## config.mk

```make
export PLATFORM = sky130hd
export DESIGN_NAME = touch_channel_baseline_filter_top_flat
export DESIGN_NICKNAME = d
export VERILOG_FILES = /design/src/rtl/core/tcbf_pkg.sv /design/src/rtl/core/tcbf_if.sv /design/src/rtl/core/touch_channel_baseline_filter_top.sv /design/src/flat_wrapper.sv
export SDC_FILE = /design/constraint.sdc
export NUM_CORES = 1
export LEC_CHECK = 0
export BUFFER_PORTS_ARGS = -buffer_cell sky130_fd_sc_hd__buf_4
export CAP_MARGIN = 10
export CORE_ASPECT_RATIO = 1.5
export CORE_MARGIN = 3
export CORE_UTILIZATION = 59
export DETAILED_ROUTE_END_ITERATION = 16
export GPL_TIMING_DRIVEN = 0
export PLACE_DENSITY = 0.83
export SETUP_SLACK_MARGIN = 0.3
export SLEW_MARGIN = 5
export SYNTH_ARGS = -nofsm -noshare
export SYNTH_HDL_FRONTEND = slang
export SYNTH_SLANG_ARGS = --single-unit
```

## constraint.sdc

```tcl
create_clock -name i_clk -period 7 [get_ports i_clk]
set_input_delay 2.1 -clock i_clk [delete_from_list [all_inputs] [get_ports i_clk]]
set_output_delay 2.1 -clock i_clk [all_outputs]
set_load 0.005 [all_outputs]
```

## src/rtl/core/tcbf_pkg.sv

```systemverilog
// ----------------------------------------------------------------------------
// tcbf_pkg: shared types and constants for the touch channel baseline filter
// Field widths, saturation limits, filter defaults and register indexes.
// ----------------------------------------------------------------------------
`default_nettype none

package tcbf_pkg;

    localparam int SAMPLE_W    = 16;
    localparam int LEVEL_W     = 16;
    localparam int DELTA_W     = 16;
    localparam int GAIN_W      = 16;
    localparam int ACQ_W       = 16;
    localparam int CFG_DATA_W  = 16;
    localparam int CFG_INDEX_W = 2;
    localparam int BASE_ACC_W  = 32;

    localparam int NOISE_SHIFT_DEF        = 3;
    localparam int BASELINE_SHIFT_DEF     = 16;
    localparam int ACQUIRE_SHIFT_DEF      = 8;
    localparam int GAIN_FRACTION_BITS_DEF = 14;

    localparam logic [LEVEL_W-1:0]        LEVEL_MAX       = 16'hFFFF;
    localparam logic signed [DELTA_W-1:0] DELTA_MAX       = 16'sh7FFF;
    localparam logic signed [GAIN_W-1:0]  GAIN_UNITY      = 16'sh4000;
    localparam logic [ACQ_W-1:0]          ACQUIRE_DEFAULT = 16'd750;

    typedef enum logic [CFG_INDEX_W-1:0] {
        CFG_INVERT   = 2'd0,
        CFG_GAIN_EN  = 2'd1,
        CFG_GAIN     = 2'd2,
        CFG_ACQ_LEN  = 2'd3
    } t_cfg_index;

endpackage

`default_nettype wire

```

## src/rtl/core/tcbf_if.sv

```systemverilog
// ----------------------------------------------------------------------------
// tcbf_if: valid/ready channels of the touch channel baseline filter
// One channel for raw samples, one for filtered results.
// ----------------------------------------------------------------------------
`default_nettype none

interface tcbf_sample_if;
    logic                              valid;
    logic                              ready;
    logic [tcbf_pkg::SAMPLE_W-1:0]     sample;

    modport source (output valid, output sample, input ready);
    modport sink   (input valid, input sample, output ready);
endinterface

interface tcbf_result_if;
    logic                              valid;
    logic                              ready;
    logic signed [tcbf_pkg::DELTA_W-1:0] delta;
    logic [tcbf_pkg::LEVEL_W-1:0]      level;
    logic                              acquiring;

    modport source (output valid, output delta, output level, output acquiring,
                    input ready);
    modport sink   (input valid, input delta, input level, input acquiring,
                    output ready);
endinterface

`default_nettype wire

```

## src/rtl/core/touch_channel_baseline_filter_top.sv

```systemverilog
// ----------------------------------------------------------------------------
// touch_channel_baseline_filter_top: per-channel capacitive touch filtering
// Stages A, B and C register each accepted sample in turn; C drives the output.
// Throughput: one item per cycle while the output accepts; the noise and baseline
//   IIR states are single registers updated once per item as it enters the middle
//   stage. A new item can be taken while a finished result waits at the output
//   if stage A or B is empty. Reset (synchronous, active low) empties the
//   pipeline, clears both filter states to uninitialized and restores the register defaults.
// ----------------------------------------------------------------------------
`default_nettype none

module touch_channel_baseline_filter_top #(
    parameter int NOISE_SHIFT        = tcbf_pkg::NOISE_SHIFT_DEF,
    parameter int BASELINE_SHIFT     = tcbf_pkg::BASELINE_SHIFT_DEF,
    parameter int ACQUIRE_SHIFT      = tcbf_pkg::ACQUIRE_SHIFT_DEF,
    parameter int GAIN_FRACTION_BITS = tcbf_pkg::GAIN_FRACTION_BITS_DEF
) (
    input  wire                                 i_clk,
    input  wire                                 i_rst_n,
    input  wire                                 i_cfg_we,
    input  wire [tcbf_pkg::CFG_INDEX_W-1:0]     i_cfg_index,
    input  wire [tcbf_pkg::CFG_DATA_W-1:0]      i_cfg_data,
    tcbf_sample_if.sink                         i_sample_ch,
    tcbf_result_if.source                       o_result_ch
);

    // Width of the baseline after scaling to the level format, and of the
    // signed difference between the two (one bit for headroom, one for sign).
    localparam int LEVEL_SH = BASELINE_SHIFT - NOISE_SHIFT;
    localparam int BASE_W   = tcbf_pkg::BASE_ACC_W - LEVEL_SH;
    localparam int WIDE_W   = (BASE_W > tcbf_pkg::LEVEL_W) ? BASE_W : tcbf_pkg::LEVEL_W;
    localparam int DIFF_W   = WIDE_W + 2;
    localparam int PROD_W   = DIFF_W + tcbf_pkg::GAIN_W;
    localparam int SEED_W   = tcbf_pkg::SAMPLE_W + NOISE_SHIFT;

    // ------------------------------------------------------------------
    // Configuration registers; a length write reloads the counter directly
    // ------------------------------------------------------------------
    logic                                   r_invert;
    logic                                   r_gain_en;
    logic signed [tcbf_pkg::GAIN_W-1:0]     r_gain;

    // ------------------------------------------------------------------
    // Filter state
    // ------------------------------------------------------------------
    logic [tcbf_pkg::LEVEL_W-1:0]           r_noise;
    logic [tcbf_pkg::BASE_ACC_W-1:0]        r_base;
    logic [tcbf_pkg::ACQ_W-1:0]             r_acq_left;

    // ------------------------------------------------------------------
    // Pipeline registers: A holds the raw sample, B the unscaled delta,
    // C the finished result.
    // ------------------------------------------------------------------
    logic                                   r_a_valid;
    logic [tcbf_pkg::SAMPLE_W-1:0]          r_a_sample;
    logic                                   r_b_valid;
    logic signed [DIFF_W-1:0]               r_b_diff;
    logic [tcbf_pkg::LEVEL_W-1:0]           r_b_level;
    logic                                   r_b_acq;
    logic                                   r_c_valid;
    logic signed [tcbf_pkg::DELTA_W-1:0]    r_c_delta;
    logic [tcbf_pkg::LEVEL_W-1:0]           r_c_level;
    logic                                   r_c_acq;

    // Stage enables: a stage loads when it is empty or its item moves on.
    logic w_en_a, w_en_b, w_en_c;
    assign w_en_c = !r_c_valid || o_result_ch.ready;
    assign w_en_b = !r_b_valid || w_en_c;
    assign w_en_a = !r_a_valid || w_en_b;
    assign i_sample_ch.ready = w_en_a;

    wire w_update = w_en_b && r_a_valid;

    // ------------------------------------------------------------------
    // Noise IIR: seed from the sample when uninitialized, saturate at max
    // ------------------------------------------------------------------
    logic [SEED_W-1:0]                  w_seed_wide;
    logic [tcbf_pkg::LEVEL_W-1:0]       w_noise_seed;
    logic [tcbf_pkg::LEVEL_W-1:0]       w_noise_cur;
    logic [tcbf_pkg::LEVEL_W:0]         w_noise_sum;
    logic [tcbf_pkg::LEVEL_W-1:0]       n_noise;

    assign w_seed_wide  = {r_a_sample, {NOISE_SHIFT{1'b0}}};
    assign w_noise_seed = (|w_seed_wide[SEED_W-1:tcbf_pkg::LEVEL_W]) ?
                          tcbf_pkg::LEVEL_MAX : w_seed_wide[tcbf_pkg::LEVEL_W-1:0];
    assign w_noise_cur  = (r_noise == '0) ? w_noise_seed : r_noise;
    assign w_noise_sum  = {1'b0, w_noise_cur} - {1'b0, w_noise_cur >> NOISE_SHIFT}
                        + {1'b0, r_a_sample};
    assign n_noise      = w_noise_sum[tcbf_pkg::LEVEL_W] ?
                          tcbf_pkg::LEVEL_MAX : w_noise_sum[tcbf_pkg::LEVEL_W-1:0];

    // ------------------------------------------------------------------
    // Baseline IIR: fast alpha while acquisition samples remain; wraps
    // ------------------------------------------------------------------
    logic [tcbf_pkg::BASE_ACC_W-1:0]    w_sample_ext;
    logic [tcbf_pkg::BASE_ACC_W-1:0]    w_base_cur;
    logic [tcbf_pkg::BASE_ACC_W-1:0]    n_base;
    logic [tcbf_pkg::ACQ_W-1:0]         n_acq_left;
    logic                               w_acq_active;

    assign w_sample_ext = {{(tcbf_pkg::BASE_ACC_W - tcbf_pkg::SAMPLE_W){1'b0}}, r_a_sample};
    assign w_base_cur   = (r_base == '0) ? (w_sample_ext << BASELINE_SHIFT) : r_base;
    assign w_acq_active = (r_acq_left != '0);

    always_comb begin
        if (w_acq_active) begin
            n_base     = w_base_cur - (w_base_cur >> ACQUIRE_SHIFT)
                       + (w_sample_ext << (BASELINE_SHIFT - ACQUIRE_SHIFT));
            n_acq_left = r_acq_left - tcbf_pkg::ACQ_W'(1);
        end else begin
            n_base     = w_base_cur - (w_base_cur >> BASELINE_SHIFT) + w_sample_ext;
            n_acq_left = r_acq_left;
        end
    end

    // Difference between level and scaled baseline, polarity applied.
    logic signed [DIFF_W-1:0] w_level_s, w_base_s, n_diff;
    assign w_level_s = $signed({{(DIFF_W - tcbf_pkg::LEVEL_W){1'b0}}, n_noise});
    assign w_base_s  = $signed({{(DIFF_W - BASE_W){1'b0}},
                                n_base[tcbf_pkg::BASE_ACC_W-1:LEVEL_SH]});
    assign n_diff    = r_invert ? (w_base_s - w_level_s) : (w_level_s - w_base_s);

    // ------------------------------------------------------------------
    // Gain and saturation on the delta held in stage B
    // ------------------------------------------------------------------
    logic signed [PROD_W-1:0]               w_prod;
    logic signed [PROD_W-1:0]               w_scaled;
    logic signed [tcbf_pkg::DELTA_W-1:0]    n_delta;

    localparam logic signed [PROD_W-1:0] SAT_HI = PROD_W'(tcbf_pkg::DELTA_MAX);
    localparam logic signed [PROD_W-1:0] SAT_LO = -SAT_HI;

    assign w_prod   = PROD_W'(r_b_diff) * PROD_W'(r_gain);
    // Arithmetic shift floors toward minus infinity.
    assign w_scaled = r_gain_en ? (w_prod >>> GAIN_FRACTION_BITS) : PROD_W'(r_b_diff);

    always_comb begin
        if (w_scaled > SAT_HI) begin
            n_delta = tcbf_pkg::DELTA_MAX;
        end else if (w_scaled < SAT_LO) begin
            n_delta = -tcbf_pkg::DELTA_MAX;
        end else begin
            n_delta = w_scaled[tcbf_pkg::DELTA_W-1:0];
        end
    end

    // ------------------------------------------------------------------
    // Configuration and filter state
    // ------------------------------------------------------------------
    always_ff @(posedge i_clk) begin
        if (!i_rst_n) begin
            r_invert   <= 1'b0;
            r_gain_en  <= 1'b0;
            r_gain     <= tcbf_pkg::GAIN_UNITY;
            r_noise    <= '0;
            r_base     <= '0;
            r_acq_left <= tcbf_pkg::ACQUIRE_DEFAULT;
        end else begin
            // Advance the filters once per item entering stage B.
            if (w_update) begin
                r_noise    <= n_noise;
                r_base     <= n_base;
                r_acq_left <= n_acq_left;
            end
            if (i_cfg_we) begin
                case (tcbf_pkg::t_cfg_index'(i_cfg_index))
                    tcbf_pkg::CFG_INVERT:  r_invert  <= i_cfg_data[0];
                    tcbf_pkg::CFG_GAIN_EN: r_gain_en <= i_cfg_data[0];
                    tcbf_pkg::CFG_GAIN:    r_gain    <= $signed(i_cfg_data[tcbf_pkg::GAIN_W-1:0]);
                    tcbf_pkg::CFG_ACQ_LEN: begin
                        // Restart fast acquisition with the new length.
                        r_acq_left <= i_cfg_data[tcbf_pkg::ACQ_W-1:0];
                    end
                    default: ;
                endcase
            end
        end
    end

    // ------------------------------------------------------------------
    // Pipeline valid bits
    // ------------------------------------------------------------------
    always_ff @(posedge i_clk) begin
        if (!i_rst_n) begin
            r_a_valid <= 1'b0;
            r_b_valid <= 1'b0;
            r_c_valid <= 1'b0;
        end else begin
            if (w_en_a) r_a_valid <= i_sample_ch.valid;
            if (w_en_b) r_b_valid <= r_a_valid;
            if (w_en_c) r_c_valid <= r_b_valid;
        end
    end

    // Payload: no reset needed.
    always_ff @(posedge i_clk) begin
        if (w_en_a && i_sample_ch.valid) begin
            r_a_sample <= i_sample_ch.sample;
        end
        if (w_update) begin
            r_b_diff  <= n_diff;
            r_b_level <= n_noise;
            r_b_acq   <= (n_acq_left != '0);
        end
        if (w_en_c && r_b_valid) begin
            r_c_delta <= n_delta;
            r_c_level <= r_b_level;
            r_c_acq   <= r_b_acq;
        end
    end

    assign o_result_ch.valid     = r_c_valid;
    assign o_result_ch.delta     = r_c_delta;
    assign o_result_ch.level     = r_c_level;
    assign o_result_ch.acquiring = r_c_acq;

endmodule

`default_nettype wire

```

## src/flat_wrapper.sv

```systemverilog
// flat-port wrapper written by rule: the top's interface ports become plain ports
module touch_channel_baseline_filter_top_flat 
#(
    parameter int NOISE_SHIFT        = tcbf_pkg::NOISE_SHIFT_DEF,
    parameter int BASELINE_SHIFT     = tcbf_pkg::BASELINE_SHIFT_DEF,
    parameter int ACQUIRE_SHIFT      = tcbf_pkg::ACQUIRE_SHIFT_DEF,
    parameter int GAIN_FRACTION_BITS = tcbf_pkg::GAIN_FRACTION_BITS_DEF
)
  (i_clk, i_rst_n, i_cfg_we, i_cfg_index, i_cfg_data, i_sample_ch_valid, i_sample_ch_sample, i_sample_ch_ready, o_result_ch_valid, o_result_ch_delta, o_result_ch_level, o_result_ch_acquiring, o_result_ch_ready);
  tcbf_sample_if i_sample_ch_i ();
  tcbf_result_if o_result_ch_i ();
  input  wire i_clk;
  input  wire i_rst_n;
  input  wire i_cfg_we;
  input  wire [tcbf_pkg::CFG_INDEX_W-1:0] i_cfg_index;
  input  wire [tcbf_pkg::CFG_DATA_W-1:0] i_cfg_data;
  input wire logic [$bits(i_sample_ch_i.valid)-1:0] i_sample_ch_valid;
  input wire logic [$bits(i_sample_ch_i.sample)-1:0] i_sample_ch_sample;
  output wire logic [$bits(i_sample_ch_i.ready)-1:0] i_sample_ch_ready;
  output wire logic [$bits(o_result_ch_i.valid)-1:0] o_result_ch_valid;
  output wire logic [$bits(o_result_ch_i.delta)-1:0] o_result_ch_delta;
  output wire logic [$bits(o_result_ch_i.level)-1:0] o_result_ch_level;
  output wire logic [$bits(o_result_ch_i.acquiring)-1:0] o_result_ch_acquiring;
  input wire logic [$bits(o_result_ch_i.ready)-1:0] o_result_ch_ready;
  assign i_sample_ch_i.valid = i_sample_ch_valid;
  assign i_sample_ch_i.sample = i_sample_ch_sample;
  assign i_sample_ch_ready = i_sample_ch_i.ready;
  assign o_result_ch_valid = o_result_ch_i.valid;
  assign o_result_ch_delta = o_result_ch_i.delta;
  assign o_result_ch_level = o_result_ch_i.level;
  assign o_result_ch_acquiring = o_result_ch_i.acquiring;
  assign o_result_ch_i.ready = o_result_ch_ready;
  touch_channel_baseline_filter_top #(.NOISE_SHIFT(NOISE_SHIFT), .BASELINE_SHIFT(BASELINE_SHIFT), .ACQUIRE_SHIFT(ACQUIRE_SHIFT), .GAIN_FRACTION_BITS(GAIN_FRACTION_BITS)) u_core (.i_clk(i_clk), .i_rst_n(i_rst_n), .i_cfg_we(i_cfg_we), .i_cfg_index(i_cfg_index), .i_cfg_data(i_cfg_data), .i_sample_ch(i_sample_ch_i), .o_result_ch(o_result_ch_i));
endmodule
```

==> results of run 1 <==
## final timing paths
kind | start | endpoint | slack (ns) | depth (start not counted)
worst max-delay path | u_core.r_b_diff[3] | u_core.o_result_ch.delta[5] | -0.36 | 25
worst min-delay path | u_core.r_b_level[5] | u_core.o_result_ch.level[5] | 0.42 | 0
worst max register to register | u_core.r_b_diff[3] | u_core.o_result_ch.delta[5] | -0.36 | 25
worst min register to register | u_core.r_b_level[5] | u_core.o_result_ch.level[5] | 0.42 | 0
## per-stage QoR
stage,worst slack (ns),hold slack [ns],utilization (%)
after detailed placement,-1.95,0.406,63.4
after CTS,-0.253,0.424,70.6
after global routing,-0.512,0.427,73.3
after global placement,-1.78,0.403,63.2
final,-0.362,0.424,73.3
after floorplan,0.304,0.400,-
## cell type report
class | instances | area [um2]
multi-input combinational | 2092 | 20300
fill | 3010 | 11500
sequential | 171 | 4310
inverter | 591 | 2240
timing repair buffer | 266 | 2240
buffer | 128 | 1030
tap | 570 | 713
clock buffer | 17 | 425
clock inverter | 15 | 190
## synth_stat cells (49+ instances only)
cell	number	share of area (%)
clkbuf_1	124	1.8
fa_1	370	29
nor2_1	144	2.1
nand2_1	315	4.6
a21o_1	49	1.4
a21oi_1	182	3.5
xnor2_1	65	2.2
dfxtp_1	85	6.6
and2_1	140	3.4
edfxtp_1	86	10
inv_1	588	8.6
o21ai_0	128	2.5
ha_1	205	10
## metal layers
layer	track usage (%)	vias up	wire [um]
li1	-	10208	-
met1	39.6	11437	29800
met2	72.5	1402	48300
met3	6.59	601	6400
met4	38.8	0	12100
met5	0	-	0
## logic make-up after synthesis
| group | after synthesis | share of synthesized area [%] |
|---|---|---|
| AO/OA/AOI/OAI | 582 | 14.4 |
| XOR/XNOR | 100 | 3.41 |
| adder cells (fa/ha/maj) | 575 | 38.9 |
| buffers and inverters | 719 | 10.6 |
| flip-flops | 171 | 16.7 |
| multiplexers | 16 | 0.634 |
| AND/OR/NAND/NOR | 819 | 15.5 |
## placed cells by master (no fill, tap or decap), types with 23 or more instances in the layout
cell | netlist | final
and2_1 | 140 | 130
nand3_1 | 39 | 32
inv_1 | 588 | 554
buf_6 | 2 | 29
nor3_1 | 35 | 27
a21o_1 | 49 | 48
a21oi_1 | 182 | 148
clkbuf_1 | 124 | 52
nand2_1 | 315 | 305
xor2_1 | 35 | 34
edfxtp_1 | 86 | 86
o21ai_2 | 1 | 26
a21oi_2 | 0 | 27
xnor2_1 | 65 | 58
dfxtp_1 | 85 | 74
ha_1 | 205 | 180
buf_4 | 0 | 231
fa_1 | 370 | 349
o21ai_0 | 128 | 93
a211oi_1 | 43 | 36
ha_4 | 0 | 23
inv_2 | 1 | 31
clkbuf_16 | 0 | 26
nor2_1 | 144 | 128
## repair_timing
item                                    4_1_cts  5_1_grt
gates resized for setup                     361      175
endpoints found under the hold margin         0        0
endpoints found under the setup margin       35       30
setup buffers                               132       56
cloned                                        2        0
pin swaps                                   134      131
==> reports/results.tsv, run 1 <==
stage	metric	value	unit
critical_path	worstSetupStartpointType	flip-flop	
routing	wl	96600	um
finish	largest_register_ff_count	32	
sta	rsz0062_at_grt	yes	
critical_path	crit_type	flip-flop to flip-flop	
yosys	seq_area_frac_synth	16.7	%
placed_design	hpwl	72000	um
critical_path	crit_buf_inv	6	
die	core-area	42900	um2
finish	nets	3881	
sta	slew-limit-headroom	37.1	%
global_routing	grt.overflow.total	0	
global_routing	grt_pass1_vias	24689	
run_status	violations	setup timing	
sta	timing.final.crit_share	105	%
global_routing	grt_max_degree	39	
clock_network	clkTransAtPathRegs	0.09	ns
yosys	synthFlopType	edfxtp_1	
sta	setup_ws	-0.362	ns
sta	skew	0.0201	ns
critical_path	cpPeakStageDelay	0.57	ns
global_routing	grt_use_total	40.8	%
sta	setup_viol_count_final	21	
critical_path	cp.arrival	7.58	ns
routing	drc_errors	0	
placed_design	gp_congestion	1.02	
sta	hold_viol	0	
sta	final.setup.tns	-5.11	ns
yosys	ys_warn_count	0	
flow_run	cap_violations	0	
placed_design	place_area	27200	um2
critical_path	path_delay_family	adder cells	
clock_network	clk_latency	0.48	ns
die	start_util	59.8	%
finish	n_antenna_cell	0	
run_status	status	complete, but fails checks	
critical_path	required	7.22	ns
die	pin_count	74	
clock_network	htreeDepth	4	
yosys	syn_nets	3596	
yosys	synth_edf_count	86	
sta	fin_crit	7.36	ns
finish	finalNonFillerCells	3850	
clock_network	cts_tree	yes	
placed_design	dp_cells	3628	
finish	regMostFlops	u_core.r_base	
routing	ant_nets	0	
clock_network	cts_hold_buf	0	
finish	drive_gt1_share	20.9	%
sta	tightest_slew	0.943	ns
yosys	syn_area_per_cell	8.60	um2
finish	fin_area	31500	um2
clock_network	cts_sinks	171	
yosys	syn_inst	2982	
routing	drtIter0Drc	1805	
finish	area_growth	22.6	%
yosys	async_flop_share	0	%
die	die_h	261	um
global_routing	grt_antenna_before_repair	0	
clock_network	root_buffer	clkbuf_16	
sta	fmax	136	MHz
yosys	syn_area	25700	um2
routing	num_vias	23648	
routing	vias_per_cell	6.14	
hold_path	hp-class	flip-flop to flip-flop	
routing	detail_route.wl_per_cell	25.1	um
clock_network	cts.path.max_buffers	2	
placed_design	port_buffers	73	
critical_path	cp_max_fo	10	
yosys	synthDistinctLibCells	85	
routing	first_pass_iters	7	
critical_path	crit_top_cell	fa_1	
die	fp.dieArea	46100	um2
yosys	synth_seq_cells	171	
critical_path	cp-end-kind	flip-flop	
global_routing	grt_pass1_wl	140000	um
sta	slew_violations	0	
die	row_count	93	
die	die_w	176	um
clock_network	numCtsBuffers	17	
critical_path	critical-path-slowest-cell	fa_1	
finish	reg_top3	u_core.r_base (32), u_core.r_b_diff (20)	
Power of run 1 is not shown: default switching activity piles up to over one toggle a cycle in this logic, so the estimate is an artifact.
==> run 2, diff against run 1 <==
Settings changed: CAP_MARGIN 10 to default, PLACE_DENSITY 0.83 to default, PLACE_DENSITY_LB_ADDON from default to 0.2.
==> run 2 against run 1 <==
Against the previous run: the run still ends with setup timing left; critical path depth down 1; fmax up 2.3%; count of clock-buffer cells in the layout unchanged; setup slack better by 0.16 ns.
==> reports/results.tsv, run 2 (synthesis gave the netlist of run 1 again) <==
stage	metric	value	unit
run_status	status	complete, but fails checks	
run_status	violations	setup timing	
critical_path	critical-path-slowest-cell	edfxtp_1	
finish	largest_register_ff_count	32	
critical_path	required	7.23	ns
clock_network	cts_tree	yes	
sta	setup_viol_count_final	18	
die	start_util	59.8	%
critical_path	reg2reg_to	u_core.o_result_ch.delta[2]	
critical_path	crit_type	flip-flop to flip-flop	
clock_network	htreeDepth	4	
critical_path	r2r_setup_slack	-0.20	ns
sta	timing.final.crit_share	103	%
critical_path	crit_path_start	u_core.r_b_diff[18]	
global_routing	grt.overflow.total	0	
critical_path	cpPeakStageDelay	0.58	ns
critical_path	critical_path.cell_chain	buf_8 > nand2_1 > fa_1 > fa_1 > fa_1 > inv_2 > fa_1 > fa_1 > inv_1 > fa_1 > inv_1 > ha_4 > clkbuf_8 > and4_4 > nand3_4 > or4_4 > o21a_4 > xnor2_4 > o2111ai_2 > nor3_2 > and4b_1 > nand2b_4 > buf_8 > o22ai_4	
sta	setup_ws	-0.199	ns
sta	tightest_slew	1.04	ns
routing	vias_per_cell	6.04	
finish	drive_gt1_share	20.9	%
finish	layout_commonest_cell	inv_1	
sta	final.setup.tns	-2.30	ns
clock_network	root_buffer	clkbuf_16	
finish	reg_top3	u_core.r_base (32), u_core.r_b_diff (20)	
critical_path	worstSetupStartpointType	flip-flop	
routing	drc_errors	0	
finish	multiInputGateArea	20400	um2
sta	fmax	139	MHz
routing	drtIter0Drc	1498	
routing	ant_nets	0	
finish	regMostFlops	u_core.r_base	
global_routing	grt_use_total	40.1	%
finish	fill_cells	3095	
hold_path	hp-class	flip-flop to flip-flop	
die	die_h	261	um
critical_path	rr_worst_depth	24	
global_routing	grt_max_degree	37	
clock_network	clk_latency	0.49	ns
placed_design	port_buffers	73	
global_routing	grt_pass1_vias	24400	
routing	num_vias	23274	
finish	final_cell_mix	558 x inv_1, 351 x fa_1, 307 x nand2_1, 231 x buf_4, 175 x ha_1	
placed_design	hpwl	70000	um
sta	fin_crit	7.20	ns
clock_network	cts_sinks	171	
routing	detail_route.wl_per_cell	24.4	um
finish	regArea	4300	um2
sta	skew	0.0195	ns
critical_path	cp-end-kind	flip-flop	
placed_design	gp_congestion	1.00	
routing	first_pass_iters	5	
die	fp.dieArea	46100	um2
global_routing	grt_pass1_wl	137000	um
die	die_w	176	um
critical_path	cp-endpoint	u_core.o_result_ch.delta[2]	
sta	whs	0.423	ns
clock_network	clkTransAtPathRegs	0.09	ns
critical_path	crit_top_cell	fa_1	
sta	slew_violations	0	
finish	nets	3883	
die	row_count	93	
critical_path	cp.arrival	7.43	ns
critical_path	cp_max_fo	5	
critical_path	r2r_start	u_core.r_b_diff[18]	
routing	wl	93900	um
die	core-area	42900	um2
clock_network	cts.path.max_buffers	2	
flow_run	cap_violations	0	
sta	rsz0062_at_grt	yes	
die	pin_count	74	
sta	slew-limit-headroom	31.0	%
finish	fin_area	31600	um2
finish	area_growth	23.0	%
placed_design	place_area	27200	um2
clock_network	cts_hold_buf	0	
global_routing	grt_antenna_before_repair	1	
clock_network	numCtsBuffers	17	
sta	hold_viol	0	
-- run 2: cell types whose count changed in the layout (fill, tap and decap cells not counted), sizes merged --
cell	before	now
clkinvlp	3	1
clkinv	7	10
clkbuf	121	119
buf	290	294
diode	0	2
bufinv	1	0
-- run 2: worst min path at each step --
| stage | end | slack (ns) | from | cells past startpoint |
|---|---|---|---|---|
| floorplan | u_core.o_result_ch.acquiring | 0.40 | u_core.r_b_acq | 0 |
| global placement | u_core.o_result_ch.level[0] | 0.40 | u_core.r_b_level[0] | 0 |
| detailed placement | u_core.o_result_ch.level[4] | 0.40 | u_core.r_b_level[4] | 0 |
| CTS | u_core.o_result_ch.level[9] | 0.42 | u_core.r_b_level[9] | 0 |
| global route | u_core.o_result_ch.level[9] | 0.43 | u_core.r_b_level[9] | 0 |
| finish | u_core.o_result_ch.level[9] | 0.42 | u_core.r_b_level[9] | 0 |
-- run 2: worst max-delay path: cells and delay by family, from the launching register on --
family          cells  cell delay [ns]
fa+ha+maj           7             3.37
simple gates        7             1.66
flops               1             0.58
buf+inv             6             0.57
compound gates      3             0.51
xor+xnor            1             0.21
-- run 2: layer usage --
layer | vias up | wire length (um) | global-route usage (%)
met5 | - | 18 | 0
met4 | 2 | 11600 | 38.7
met3 | 520 | 6060 | 5.95
met2 | 1241 | 46700 | 70.6
met1 | 11281 | 29600 | 39.7
li1 | 10230 | - | -
-- run 2: final cells by class --
| cell class | count | area share [%] |
|---|---|---|
| buffer | 128 | 3.47 |
| clock inverter | 15 | 0.551 |
| sequential | 171 | 13.6 |
| antenna | 2 | 0.0159 |
| multi-input combinational | 2092 | 64.5 |
| clock buffer | 17 | 1.35 |
| inverter | 591 | 7.12 |
| timing repair buffer | 268 | 7.07 |
| tap | 570 | 2.26 |
-- run 2: timing repair --
item,4_1_cts,5_1_grt
resized for setup,390,192
gates cloned,2,0
setup buffers,142,49
pin swaps,152,116
endpoints found under the setup margin,35,30
-- run 2: stage by stage --
| step | utilization [%] | setup slack [ns] | std cells |
|---|---|---|---|
| finish | 73.5 | -0.199 | 3854 |
| global route | 73.5 | -0.388 | 3852 |
| CTS | 71.0 | -0.142 | 3803 |
| detailed placement | 63.4 | -2.07 | 3627 |
| global placement | 63.2 | -1.88 | 3625 |
| floorplan | - | 0.304 | 2982 |
Power of run 2 is left out for the same reason.
